<file path="src/hw/rtl/stx_length_xor_frame_receiver_assert.svh">
// Assertion macros for the start-byte frame receiver.
// Used by the top level only; no other dependencies.
`ifndef STX_LENGTH_XOR_FRAME_RECEIVER_ASSERT_SVH
`define STX_LENGTH_XOR_FRAME_RECEIVER_ASSERT_SVH

// Same-cycle implication, disabled while reset is asserted.
`define STXR_ASSERT_NOW(label, clk, rst_n, ante, cons, msg) \
	label: assert property (@(posedge clk) disable iff (!rst_n) (ante) |-> (cons)) \
		else $error(msg);

// Next-cycle implication, disabled while reset is asserted.
`define STXR_ASSERT_NEXT(label, clk, rst_n, ante, cons, msg) \
	label: assert property (@(posedge clk) disable iff (!rst_n) (ante) |=> (cons)) \
		else $error(msg);

`endif

</file>
<file path="src/hw/rtl/stxr_pkg.sv">
// Shared types and constants for the start-byte frame receiver.
// No dependencies; imported by every module of the block.
package stxr_pkg;

	localparam int unsigned BYTE_W  = 8;
	localparam int unsigned INDEX_W = 9;

	localparam logic [BYTE_W-1:0] START_BYTE_RESET = 8'h02;

	typedef enum logic [1:0] {
		PH_HUNT  = 2'd0,
		PH_LEN   = 2'd1,
		PH_DATA  = 2'd2,
		PH_CHECK = 2'd3
	} phase_t;

	typedef struct packed {
		logic [BYTE_W-1:0] rx_byte;
		logic              overrun;
	} rx_item_t;

	typedef struct packed {
		logic              write_enable;
		logic [BYTE_W-1:0] write_index;
		logic [BYTE_W-1:0] write_data;
		logic              frame_done;
		logic              frame_error;
	} result_t;

	typedef struct packed {
		logic advance;
	} parse_ctrl_t;

endpackage

</file>
<file path="src/hw/rtl/stx_length_xor_frame_receiver.sv">
// Start-byte / length / XOR-check frame receiver, top level.
// Depends on stxr_pkg, stxr_parser and stx_length_xor_frame_receiver_assert.svh.
//
// Bytes from a serial receiver arrive on the byte channel (byte_valid,
// byte_stall, byte_item); each transfer yields exactly one result on the
// result channel (result_valid, result_stall, result_item). A result carries
// a buffer write (length byte at index 0, payload bytes from index 1) or a
// frame done / frame error flag on the check byte; otherwise it is all zero.
// The start byte is set through cfg_write_en and cfg_write_data, and should
// only be changed while no transfer is in flight.
// A byte taken is registered in the input stage, parsed, and its result is
// registered in the result register. Throughput is one byte per cycle while
// result_stall is low, set by the single parser state update.
// When result_stall is held the result register keeps its value, the input
// stage fills, and byte_stall rises only once both stages are occupied.
// Reset clears both stages, returns the parser to the hunt and sets the start
// byte to 8'h02.
module stx_length_xor_frame_receiver (
	input  logic                        clk,
	input  logic                        arst_n,
	input  logic                        byte_valid,
	output logic                        byte_stall,
	input  stxr_pkg::rx_item_t          byte_item,
	output logic                        result_valid,
	input  logic                        result_stall,
	output stxr_pkg::result_t           result_item,
	input  logic                        cfg_write_en,
	input  logic [stxr_pkg::BYTE_W-1:0] cfg_write_data
);
	import stxr_pkg::*;

	`include "stx_length_xor_frame_receiver_assert.svh"

	logic              start_byte_q;
	logic [BYTE_W-1:0] start_byte_value_q;
	rx_item_t          byte_item_s1;
	logic              byte_valid_s1;
	result_t           result_s2;
	logic              result_valid_s2;
	result_t           parse_result;
	parse_ctrl_t       ctrl;
	logic              s2_ready;
	logic              byte_accept;

	assign s2_ready     = !result_valid_s2 || !result_stall;
	assign ctrl.advance = byte_valid_s1 && s2_ready;
	assign byte_stall   = byte_valid_s1 && !s2_ready;
	assign byte_accept  = byte_valid && !byte_stall;

	assign result_valid = result_valid_s2;
	assign result_item  = result_s2;

	// Configuration register; start_byte_q marks that a write has happened.
	always_ff @(posedge clk or negedge arst_n) begin
		if (!arst_n) begin
			start_byte_q       <= 1'b0;
			start_byte_value_q <= START_BYTE_RESET;
		end else if (cfg_write_en) begin
			start_byte_q       <= 1'b1;
			start_byte_value_q <= cfg_write_data;
		end
	end

	always_ff @(posedge clk or negedge arst_n) begin
		if (!arst_n) begin
			byte_valid_s1 <= 1'b0;
		end else if (byte_accept) begin
			byte_valid_s1 <= 1'b1;
		end else if (ctrl.advance) begin
			byte_valid_s1 <= 1'b0;
		end
	end

	always_ff @(posedge clk) begin
		if (byte_accept) begin
			byte_item_s1 <= byte_item;
		end
	end

	stxr_parser u_parser (
		.clk        (clk),
		.arst_n     (arst_n),
		.ctrl       (ctrl),
		.item       (byte_item_s1),
		.start_byte (start_byte_value_q),
		.result     (parse_result)
	);

	always_ff @(posedge clk or negedge arst_n) begin
		if (!arst_n) begin
			result_valid_s2 <= 1'b0;
		end else if (s2_ready) begin
			result_valid_s2 <= byte_valid_s1;
		end
	end

	always_ff @(posedge clk) begin
		if (ctrl.advance) begin
			result_s2 <= parse_result;
		end
	end

	`STXR_ASSERT_NOW(a_done_error_excl, clk, arst_n, result_valid_s2,
		!(result_s2.frame_done && result_s2.frame_error), "done and error together")

	`STXR_ASSERT_NOW(a_idle_fields_zero, clk, arst_n,
		result_valid_s2 && !result_s2.write_enable,
		result_s2.write_index == '0 && result_s2.write_data == '0,
		"non-write result carries data")

	`STXR_ASSERT_NOW(a_stall_only_full, clk, arst_n, byte_stall,
		byte_valid_s1 && result_valid_s2 && result_stall, "stall with a free stage")

	`STXR_ASSERT_NEXT(a_cfg_taken, clk, arst_n, cfg_write_en,
		start_byte_q && start_byte_value_q == $past(cfg_write_data),
		"start byte write lost")

endmodule

</file>
<file path="src/hw/rtl/stxr_parser.sv">
// Frame parser: phase, index, length and running XOR, plus the result logic.
// Depends on stxr_pkg.
module stxr_parser (
	input  logic                          clk,
	input  logic                          arst_n,
	input  stxr_pkg::parse_ctrl_t         ctrl,
	input  stxr_pkg::rx_item_t            item,
	input  logic [stxr_pkg::BYTE_W-1:0]   start_byte,
	output stxr_pkg::result_t             result
);
	import stxr_pkg::*;

	phase_t              phase_q, phase_d;
	logic [INDEX_W-1:0]  index_q, index_d;
	logic [BYTE_W-1:0]   length_q, length_d;
	logic [BYTE_W-1:0]   xor_q, xor_d;
	logic [BYTE_W-1:0]   xor_next;

	assign xor_next = xor_q ^ item.rx_byte;

	always_comb begin
		phase_d  = phase_q;
		index_d  = index_q;
		length_d = length_q;
		xor_d    = xor_q;
		result   = '0;
		// An overrun byte is dropped and leaves the parser untouched.
		if (!item.overrun) begin
			case (phase_q)
				PH_HUNT: begin
					if (item.rx_byte == start_byte) begin
						index_d = '0;
						xor_d   = '0;
						phase_d = PH_LEN;
					end
				end
				PH_LEN: begin
					result.write_enable = 1'b1;
					result.write_data   = item.rx_byte;
					length_d = item.rx_byte;
					xor_d    = item.rx_byte;
					index_d  = INDEX_W'(1);
					phase_d  = (item.rx_byte == '0) ? PH_CHECK : PH_DATA;
				end
				PH_DATA: begin
					result.write_enable = 1'b1;
					result.write_index  = index_q[BYTE_W-1:0];
					result.write_data   = item.rx_byte;
					xor_d   = xor_next;
					if (index_q >= {1'b0, length_q}) begin
						phase_d = PH_CHECK;
					end
					index_d = index_q + INDEX_W'(1);
				end
				PH_CHECK: begin
					xor_d = xor_next;
					result.frame_done  = (xor_next == '0);
					result.frame_error = (xor_next != '0);
					phase_d = PH_HUNT;
				end
				default: begin
					phase_d = PH_HUNT;
				end
			endcase
		end
	end

	always_ff @(posedge clk or negedge arst_n) begin
		if (!arst_n) begin
			phase_q  <= PH_HUNT;
			index_q  <= '0;
			length_q <= '0;
			xor_q    <= '0;
		end else if (ctrl.advance) begin
			phase_q  <= phase_d;
			index_q  <= index_d;
			length_q <= length_d;
			xor_q    <= xor_d;
		end
	end

endmodule
</file>
<file path="config.mk">
export PLATFORM = sky130hd
export DESIGN_NAME = stx_length_xor_frame_receiver
export DESIGN_NICKNAME = d
export VERILOG_FILES = /design/src/hw/rtl/stxr_pkg.sv /design/src/hw/rtl/stx_length_xor_frame_receiver.sv /design/src/hw/rtl/stxr_parser.sv
export VERILOG_INCLUDE_DIRS = /design/src /design/src/hw/rtl
export SDC_FILE = /design/constraint.sdc
export NUM_CORES = 1
export LEC_CHECK = 0
export BUFFER_PORTS_ARGS = -buffer_cell sky130_fd_sc_hd__buf_2
export CAP_MARGIN = 20
export CORE_ASPECT_RATIO = 2
export CORE_UTILIZATION = 50
export DETAILED_ROUTE_END_ITERATION = 12
export GPL_TIMING_DRIVEN = 0
export PLACE_DENSITY = 0.68
export SLEW_MARGIN = 20
export SYNTH_ARGS = -nofsm -noshare
export SYNTH_HDL_FRONTEND = slang
export SYNTH_SLANG_ARGS = --single-unit
</file>
<file path="constraint.sdc">
create_clock -name clk -period 2.2 [get_ports clk]
set_input_delay 0 -clock clk [delete_from_list [all_inputs] [get_ports clk]]
set_output_delay 0 -clock clk [all_outputs]
set_load 0.1 [all_outputs]
</file>
==> impl_metrics.toml, run 1 <==
[cells_and_area]
design_area_mm2 = 0.00408
fillers = 505
layout-drive-gt1-share_pct = 26.4
area_delta_synth_final_pct = 24.0
multiInputGateArea_mm2 = 0.00138
regArea_mm2 = 0.00177
antenna_cells = 0
nets = 379
fin_util_pct = 64.7

[cts]
cts-root-buf = "clkbuf_16"
cts.sinks = 65
cts_buffers = 9
htree_levels = 3
cts_tree = "built"
clkTransAtPathRegs_ns = 0.05
clockBufferDepth = 2
clock_latency_ns = 0.33

[worst_setup_path]
startpoint_type = "flop"
cp.arrival_ns = 2.26
required_ns = 2.41
critPathKind = "flop to flop"
worstSetupEndpointType = "flop"
cp_max_fo = 5

[global_route]
grt_start_max_net_pins = 38
grt_usage_pct = 24.3
antenna_found_initial = 0
grt_pass1_vias = 2431
gr-total-overflow = 0
grt_pass1_wl_um = 11800

[power]
swShare_pct = 36.6
ir_drop_mv = 0.679
leakage_nw = 1.72
cellPowerDensity_mw_per_mm2 = 1110
power_mw = 4.55
pwr-share-clk_pct = 27.8
power_frac_seq_pct = 37.5
p_comb_share_pct = 34.7
switchingPower_mw = 1.67
intPower_mw = 2.88

[sta]
setup_tns_ns = 0
worst_slew_pin_slew_ns = 0.852
finClkSkew_ns = 0.00442
rsz0062_at_grt = "no"
hold_viol = 0
drv_slew = 0
min_period_ns = 2.04
fmax_mhz = 489
fin_crit_sh_pct = 92.9
relSlewSlack_pct = 43.2
worst_hold_slack_ns = 0.181
setup_viol = 0

[synth]
async_reset_ff_share_pct = 56.9
synth.distinct_cells = 46
synthMuxAreaShare_pct = 6.12
avgSynthCellArea_um2 = 12.1
synth_fa_ha_area_share_pct = 4.94
ys_seq_elements = 65
synth_compound_area_share_pct = 11.5
syn-cell-area_mm2 = 0.00329
netlist_instances = 271
synth-seq-area-share_pct = 53.7
yosysWarningCount = 0
synth_edf_count = 28
synth-xor-area-share_pct = 4.26
synth_simple_gate_area_share_pct = 15.0
ys.flop_type = "dfrtp_1"
syn-num-nets = 306
synth_top_family_by_area = "simple AND/OR/NAND/NOR gates"

[floorplan]
rows = 41
chipHeight_um = 117
die_area_mm2 = 0.00693
core_area_mm2 = 0.00631
dieWidth_um = 59.4
start_util_pct = 52.2
pin_count = 43

[placed_design]
dp.final_hpwl_um = 5030
placed_area_mm2 = 0.00360
gp_congestion = 0.840
portBuffers = 41

[routing]
wl_um = 7170
dr.pass1.iters = 4
wl_per_cell_um = 16.5
drt_iter0_drc = 113
viasPerCell = 5.40
drtAntennaViolNets = 0
vias = 2349
drc = 0

[run_status]
status = "finished clean"

[worst_hold_path]
hp-class = "input pin to flop"

[run]
cap_violations = 0
power groups by stage:
stage	sequential, mW	clock (mW)	combinational [mW]
2_1_floorplan	2.01	0	0.904
6_report	1.70	1.26	1.58
3_3_place_gp	1.71	0	1.51
3_5_place_dp	1.72	0	1.55
4_1_cts	1.70	1.29	1.59
5_1_grt	1.73	1.34	1.73
state kept, by name (all words and copies together) (netlist names):
register            flops
u_parser.phase_q        2
u_parser.index_q        9
result_valid            1
start_byte_value_q      8
byte_valid_s1           1
byte_item_s1            9
u_parser.length_q       8
u_parser.xor_q          8
result_item            19
cells by family after synthesis:
| kind of cell | count (synthesis) |
|---|---|
| AND/OR/NAND/NOR | 82 |
| XOR/XNOR | 16 |
| adder cells (fa/ha/maj) | 13 |
| flip-flops | 65 |
| AO/OA/AOI/OAI | 48 |
| multiplexers | 18 |
| buffers and inverters | 29 |
cell type report:
| class | instances | share of cell area (%) |
|---|---|---|
| clock inverters | 5 | 0.552 |
| clock buffers | 11 | 5.95 |
| inverters | 12 | 1.10 |
| flip-flops and latches | 65 | 43.3 |
| well taps | 86 | 2.64 |
| plain buffers | 17 | 2.54 |
| repair buffers | 62 | 10.2 |
| multi-input cells | 177 | 33.7 |
layout by cell type, fill, tap and decap left out, types with 3 or more instances in the layout:
cell type and count:
mux2_2 16, inv_1 12, dfrtp_1 35, a221o_1 8
xnor2_1 16, edfxtp_1 28, dlygate4sd3_1 21, nand2b_1 5
nor2_1 11, clkbuf_16 9, and2_1 18, a21oi_1 3
nor2b_1 12, nand3_1 7, nor4b_1 8, nand2_1 7
clkbuf_1 6, o31ai_1 4, buf_2 48, ha_1 13
clkinv_2 3, buf_6 4, o21ai_0 10, nand4_1 5
o41ai_1 6
layer usage:
layer	vias to the layer above	track usage [%]	wire length, µm
li1	1139	-	-
met1	1116	24.7	2630
met2	66	42.7	4000
met3	28	5.20	205
met4	0	16.5	333
met5	-	0	0
final timing paths:
kind | from | end | slack (ns) | depth (start not counted)
setup / recovery | u_parser.index_q[0] | u_parser.phase_q[1] | 0.16 | 7
hold / removal | cfg_write_en | start_byte_value_q[7] | 0.18 | 2
setup reg to reg | u_parser.index_q[0] | u_parser.phase_q[1] | 0.16 | 7
hold reg to reg | u_parser.length_q[4] | u_parser.length_q[4] | 0.50 | 1
max in group asynchronous | arst_n | result_valid | 1.29 | 2
min in group asynchronous | arst_n | u_parser.index_q[7] | 0.33 | 2
what timing repair did:
action | in CTS | in global routing
setup endpoints to repair | 0 | 3
hold endpoints to repair | 55 | 0
setup buffers | 0 | 0
gates resized for setup | 0 | 2
hold buffers | 21 | 0
through the flow:
step,instances,setup WS (ns)
global route,435,0.0624
floorplan,271,0.290
CTS,435,0.117
detailed placement,398,0.136
finish,435,0.156
global placement,398,0.174
Yosys cell counts (2+ instances only):
cell	instances	area (µm²)
dfrtp_1	36	901
edfxtp_1	28	841
and2_1	18	113
mux2_2	16	180
xnor2_1	16	140
ha_1	13	163
inv_1	12	45.0
nor2b_1	12	75.1
nor2_1	11	41.3
o21ai_0	10	50.1
a221o_1	8	80.1
nor4b_1	8	70.1
buf_2	7	35.0
nand2_1	7	26.3
nand3_1	7	35.0
clkbuf_1	6	22.5
o41ai_1	6	52.6
nand2b_1	5	31.3
nand4_1	5	31.3
buf_6	4	45.0
o31ai_1	4	30.0
a21oi_1	3	15.0
a211o_1	2	17.5
a31oi_1	2	12.5
nor4_1	2	12.5
o21ai_1	2	10.0
o21ai_2	2	17.5
worst max-delay path, stage by stage (launching register included):
cell,delay (ns)
dfrtp_1,0.41
inv_1,0.08
ha_1,0.26
nand2b_1,0.14
a211o_1,0.31
a21oi_1,0.27
a211oi_4,0.11
mux2_1,0.34
(Power assumes the default switching activity.)
==> inputs of run 2 (changes only) <==
Settings changed: ABC_AREA set to 1, CTS_BUF_LIST set to sky130_fd_sc_hd__clkbuf_16.
==> impl_metrics.toml, run 2 <==
[sta]
drv_slew = 0
fmax_mhz = 516
rsz0062_at_grt = "no"
hold_viol = 0
setup_viol = 0
fin_crit_sh_pct = 88.2
min_period_ns = 1.94
relSlewSlack_pct = 44.0
setup_tns_ns = 0
finClkSkew_ns = 0.0104
worst_slew_pin_slew_ns = 0.841
worst_slack_ns = 0.260

[power]
cellPowerDensity_mw_per_mm2 = 1090
leakage_nw = 1.94
ir_drop_mv = 0.912
power_mw = 4.48

[synth]
yosys-top-cells-area = "dfrtp_1, edfxtp_1, nand2_1, ha_1, inv_1"
synth-seq-area-share_pct = 53.8
ys_top_cells_by_count = "nand2_1, inv_1, dfrtp_1, nor2_1, edfxtp_1"
synth_top_area_share_pct = 27.4
synth_edf_count = 28
syn-num-nets = 397
ys_seq_elements = 65
ys.flop_type = "dfrtp_1"
syn-cell-area_mm2 = 0.00328
synth.distinct_cells = 34
netlist_instances = 362
synth.largest_area_cell = "dfrtp_1"
async_reset_ff_share_pct = 56.9
synth.most_common_cell = "nand2_1"
avgSynthCellArea_um2 = 9.07
yosysWarningCount = 0

[floorplan]
pin_count = 43
start_util_pct = 52.1
die_area_mm2 = 0.00692
chipHeight_um = 117
rows = 41
dieWidth_um = 59.3
core_area_mm2 = 0.00631

[placed_design]
gp_congestion = 0.831
place_ws_ns = 0.262
dp_cells = 490
dp.final_hpwl_um = 5130
portBuffers = 42

[cells_and_area]
final_cell_mix = "nand2_1, inv_1, buf_2"
layout-drive-gt1-share_pct = 17.9
layout_commonest_cell = "nand2_1"
fin_util_pct = 65.2
largest_reg_flops = 19
area_delta_synth_final_pct = 25.2
nets = 471
final_cells = 527
antenna_cells = 0

[cts]
cts_buffers = 9
cts_tree = "built"
cts_resized = 0
clkTransAtPathRegs_ns = 0.05
cts-root-buf = "clkbuf_16"
clock_latency_ns = 0.34
clockBufferDepth = 2
htree_levels = 3
cts.sinks = 65

[global_route]
gr-total-overflow = 0
antenna_found_initial = 0
met2_usage_pct = 43.5
grt_start_max_net_pins = 38
grt_pass1_vias = 2613
grt_usage_pct = 23.7
use_met1_pct = 22.5
met3_usage_pct = 5.32
grt_pass1_wl_um = 11600
grt.busiest_layer = "met2"

[routing]
drc = 0
drtAntennaViolNets = 0
viasPerCell = 5.04
dr.pass1.iters = 4
wl_per_cell_um = 13.5
drt_iter0_drc = 91
vias = 2655
wl_um = 7100

[worst_setup_path]
max_stage_delay_ns = 0.53
critPathKind = "flop to flop"
required_ns = 2.42
cp.arrival_ns = 2.16
cp_max_fo = 20
critPathBufInv = 0
startpoint_type = "flop"
path_cells = "a21oi_4 > nand2_2 > a21oi_4 > nand2_2 > nand2_1 > nand2_1"
worstSetupEndpointType = "flop"
crit_family = "compound AO/OA/AOI/OAI gates"
cp_slowest_cell = "a21oi_4"

[run]
cap_violations = 0

[run_status]
status = "finished clean"

[worst_hold_path]
hp-class = "input pin to flop"
-- run 2: cell types whose count changed after synthesis, moves of 7 or more --
cell / delta
mux2_2: -11
inv_1: +30
nand3_1: +12
and2_1: -18
a221o_1: -8
nor4b_1: -8
nand2_1: +95
nor2_1: +24
nor2b_1: -12
xnor2_1: -7
-- run 2: repair_timing --
action | 4_1_cts | 5_1_grt
hold buffers | 21 | 0
buffers inserted | 0 | 0
hold endpoints to repair | 55 | 0
-- run 2: cell type report --
class / instances / area, µm²
Clock buffer: 9 / 225
Inverter: 50 / 193
Fill cell: 541 / 2200
Multi-Input combinational cell: 244 / 1330
Sequential cell: 65 / 1770
Timing Repair Buffer: 63 / 420
Buffer: 3 / 12.5
Clock inverter: 7 / 57.6
Tap cell: 86 / 108
-- run 2: routing by layer --
layer  part of all wire (%)  vias up
li1                       -     1317
met1                     36     1248
met2                     57       70
met3                    3.7       20
met4                    3.8        0
met5                      0        -
-- run 2: worst paths after layout --
| path | start | end | slack (ns) | cells past startpoint |
|---|---|---|---|---|
| min in group asynchronous | arst_n | start_byte_value_q[7] | 0.31 | 2 |
| setup / recovery | result_valid | u_parser.index_q[5] | 0.26 | 6 |
| max in group asynchronous | arst_n | result_valid | 1.30 | 2 |
| hold reg to reg | u_parser.xor_q[0] | u_parser.xor_q[0] | 0.49 | 2 |
| hold / removal | cfg_write_en | start_byte_value_q[1] | 0.16 | 4 |
| setup reg to reg | result_valid | u_parser.index_q[5] | 0.26 | 6 |
-- run 2: per-stage QoR --
step / cell area (µm²) / hold WS (ns)
floorplan: 3300 / -0.296
global placement: 3620 / 0.156
detailed placement: 3620 / 0.154
CTS: 4110 / 0.168
global route: 4110 / 0.239
finish: 4110 / 0.161
-- run 2: cell families after synthesis --
group	after synthesis	share of synthesized area (%)
mux	6	2.06
buf+inv	53	6.25
xor+xnor	13	3.47
flops	65	53.8
compound gates	33	5.79
simple gates	179	23.7
fa+ha+maj	13	4.95
-- run 2: worst min-delay path, delay by kind of cell --
family / cells / cell delay (ns)
buf+inv: 2 / 0.32
simple gates: 1 / 0.10
compound gates: 1 / 0.07
-- run 2: report_power, final --
part	internal (mW)	switching, mW	leakage, nW
sequential	1.53	0.131	0.743
clock	0.856	0.499	0.152
combinational	0.404	1.06	1.05
total	2.79	1.69	1.94
==> inputs of run 3 (changes only) <==
Settings changed: PLACE_DENSITY 0.68 to 0.8.
==> impl_metrics.toml, run 3 (same netlist as run 2, synthesis figures left out) <==
[routing]
wl_per_cell_um = 12.9
viasPerCell = 5.02
dr.pass1.iters = 5
drt_iter0_drc = 89
drtAntennaViolNets = 0
drc = 0
vias = 2648
wl_um = 6810

[floorplan]
rows = 41
die_area_mm2 = 0.00692
dieWidth_um = 59.3
core_area_mm2 = 0.00631
start_util_pct = 52.1
chipHeight_um = 117
pin_count = 43

[sta]
drv_slew = 0
worst_slew_pin_slew_ns = 0.839
finClkSkew_ns = 0.00667
rsz0062_at_grt = "no"
fin_crit_sh_pct = 85.9
setup_tns_ns = 0
relSlewSlack_pct = 44.1
min_period_ns = 1.89
worst_slack_ns = 0.311
fmax_mhz = 529
hold_viol = 0
setup_viol = 0

[cells_and_area]
antenna_cells = 0
nets = 471
layout_commonest_cell = "nand2_1"
largest_reg_flops = 19
fin_util_pct = 65.4
layout-drive-gt1-share_pct = 17.9
final_cells = 527
area_delta_synth_final_pct = 25.7
final_cell_mix = "nand2_1, inv_1, buf_2"

[global_route]
gr-total-overflow = 0
grt_start_max_net_pins = 38
grt_pass1_vias = 2521
antenna_found_initial = 0
grt_usage_pct = 22.3
grt_pass1_wl_um = 11000

[cts]
clkTransAtPathRegs_ns = 0.05
cts-root-buf = "clkbuf_16"
htree_levels = 3
post_cts_buffers = 0
cts_resized = 0
clockBufferDepth = 2
ctsHoldBuffers = 21
clock_latency_ns = 0.33
cts_tree = "built"
cts.sinks = 65
cts_buffers = 9

[worst_setup_path]
path_cells = "a21oi_4 > nand2_2 > nor2_4 > mux2_1"
cp_max_fo = 20
rr_worst_depth = 4
critPathBufInv = 0
cp_slowest_cell = "a21oi_4"
cp.arrival_ns = 2.10
worstSetupEndpointType = "flop"
cp_num_cells = 4
critPathKind = "flop to flop"
required_ns = 2.41
max_stage_delay_ns = 0.53
startpoint_type = "flop"
crit_family = "compound AO/OA/AOI/OAI gates"

[power]
leakage_nw = 1.95
cellPowerDensity_mw_per_mm2 = 1100
ir_drop_mv = 0.719

[placed_design]
gp_congestion = 0.877
portBuffers = 42
dp.final_hpwl_um = 4970
place_ws_ns = 0.282
dp_cells = 490

[worst_hold_path]
hp-class = "input pin to flop"
whs_path_depth = 4

[run]
cap_violations = 0

[run_status]
status = "finished clean"
run 3: changes by cell type in the layout (fill, tap and decap cells not counted), sizes merged:
cell,change
clkbuf,+1
inv,-1
run 3: cell type report:
cell class	instances	area [µm²]
clock inverters	6	48.8
multi-input cells	244	1330
inverters	50	193
flip-flops and latches	65	1770
plain buffers	3	12.5
clock buffers	10	250
repair buffers	63	420
well taps	86	108
fillers	507	2180
run 3: tightest hold or removal path, stage by stage:
cell      delay [ns]
buf_2           0.11
clkbuf_1        0.22
nand2_1         0.10
o21ai_0         0.07
run 3: per-stage QoR:
stage	hold WS, ns	cell area, µm²	power [mW]
2_1_floorplan	-0.296	3300	2.81
3_3_place_gp	0.139	3620	3.06
3_5_place_dp	0.152	3620	3.11
4_1_cts	0.168	4130	4.55
5_1_grt	0.255	4130	4.78
6_report	0.170	4130	4.53
run 3: routing by layer:
metal	global-route usage, %	wire [µm]	vias to the layer above
li1	-	-	1323
met2	39.6	3760	66
met1	21.4	2420	1235
met3	4.98	225	24
met5	0	0	-
met4	17.0	403	0
run 3: final timing paths:
kind	start	slack [ns]	endpoint
max in group asynchronous	arst_n	1.29	result_valid
min	cfg_write_en	0.17	start_byte_value_q[1]
min in group asynchronous	arst_n	0.32	u_parser.index_q[8]
max	result_valid	0.31	u_parser.length_q[0]
min reg2reg	u_parser.xor_q[0]	0.49	u_parser.xor_q[0]
max reg2reg	result_valid	0.31	u_parser.length_q[0]
run 3: power breakdown:
| group | internal (mW) | total (mW) | switching (mW) | leakage (nW) |
|---|---|---|---|---|
| clock | 0.923 | 1.40 | 0.479 | 0.156 |
| sequential | 1.53 | 1.66 | 0.131 | 0.743 |
| combinational | 0.404 | 1.47 | 1.06 | 1.05 |
| total | 2.86 | 4.53 | 1.67 | 1.95 |
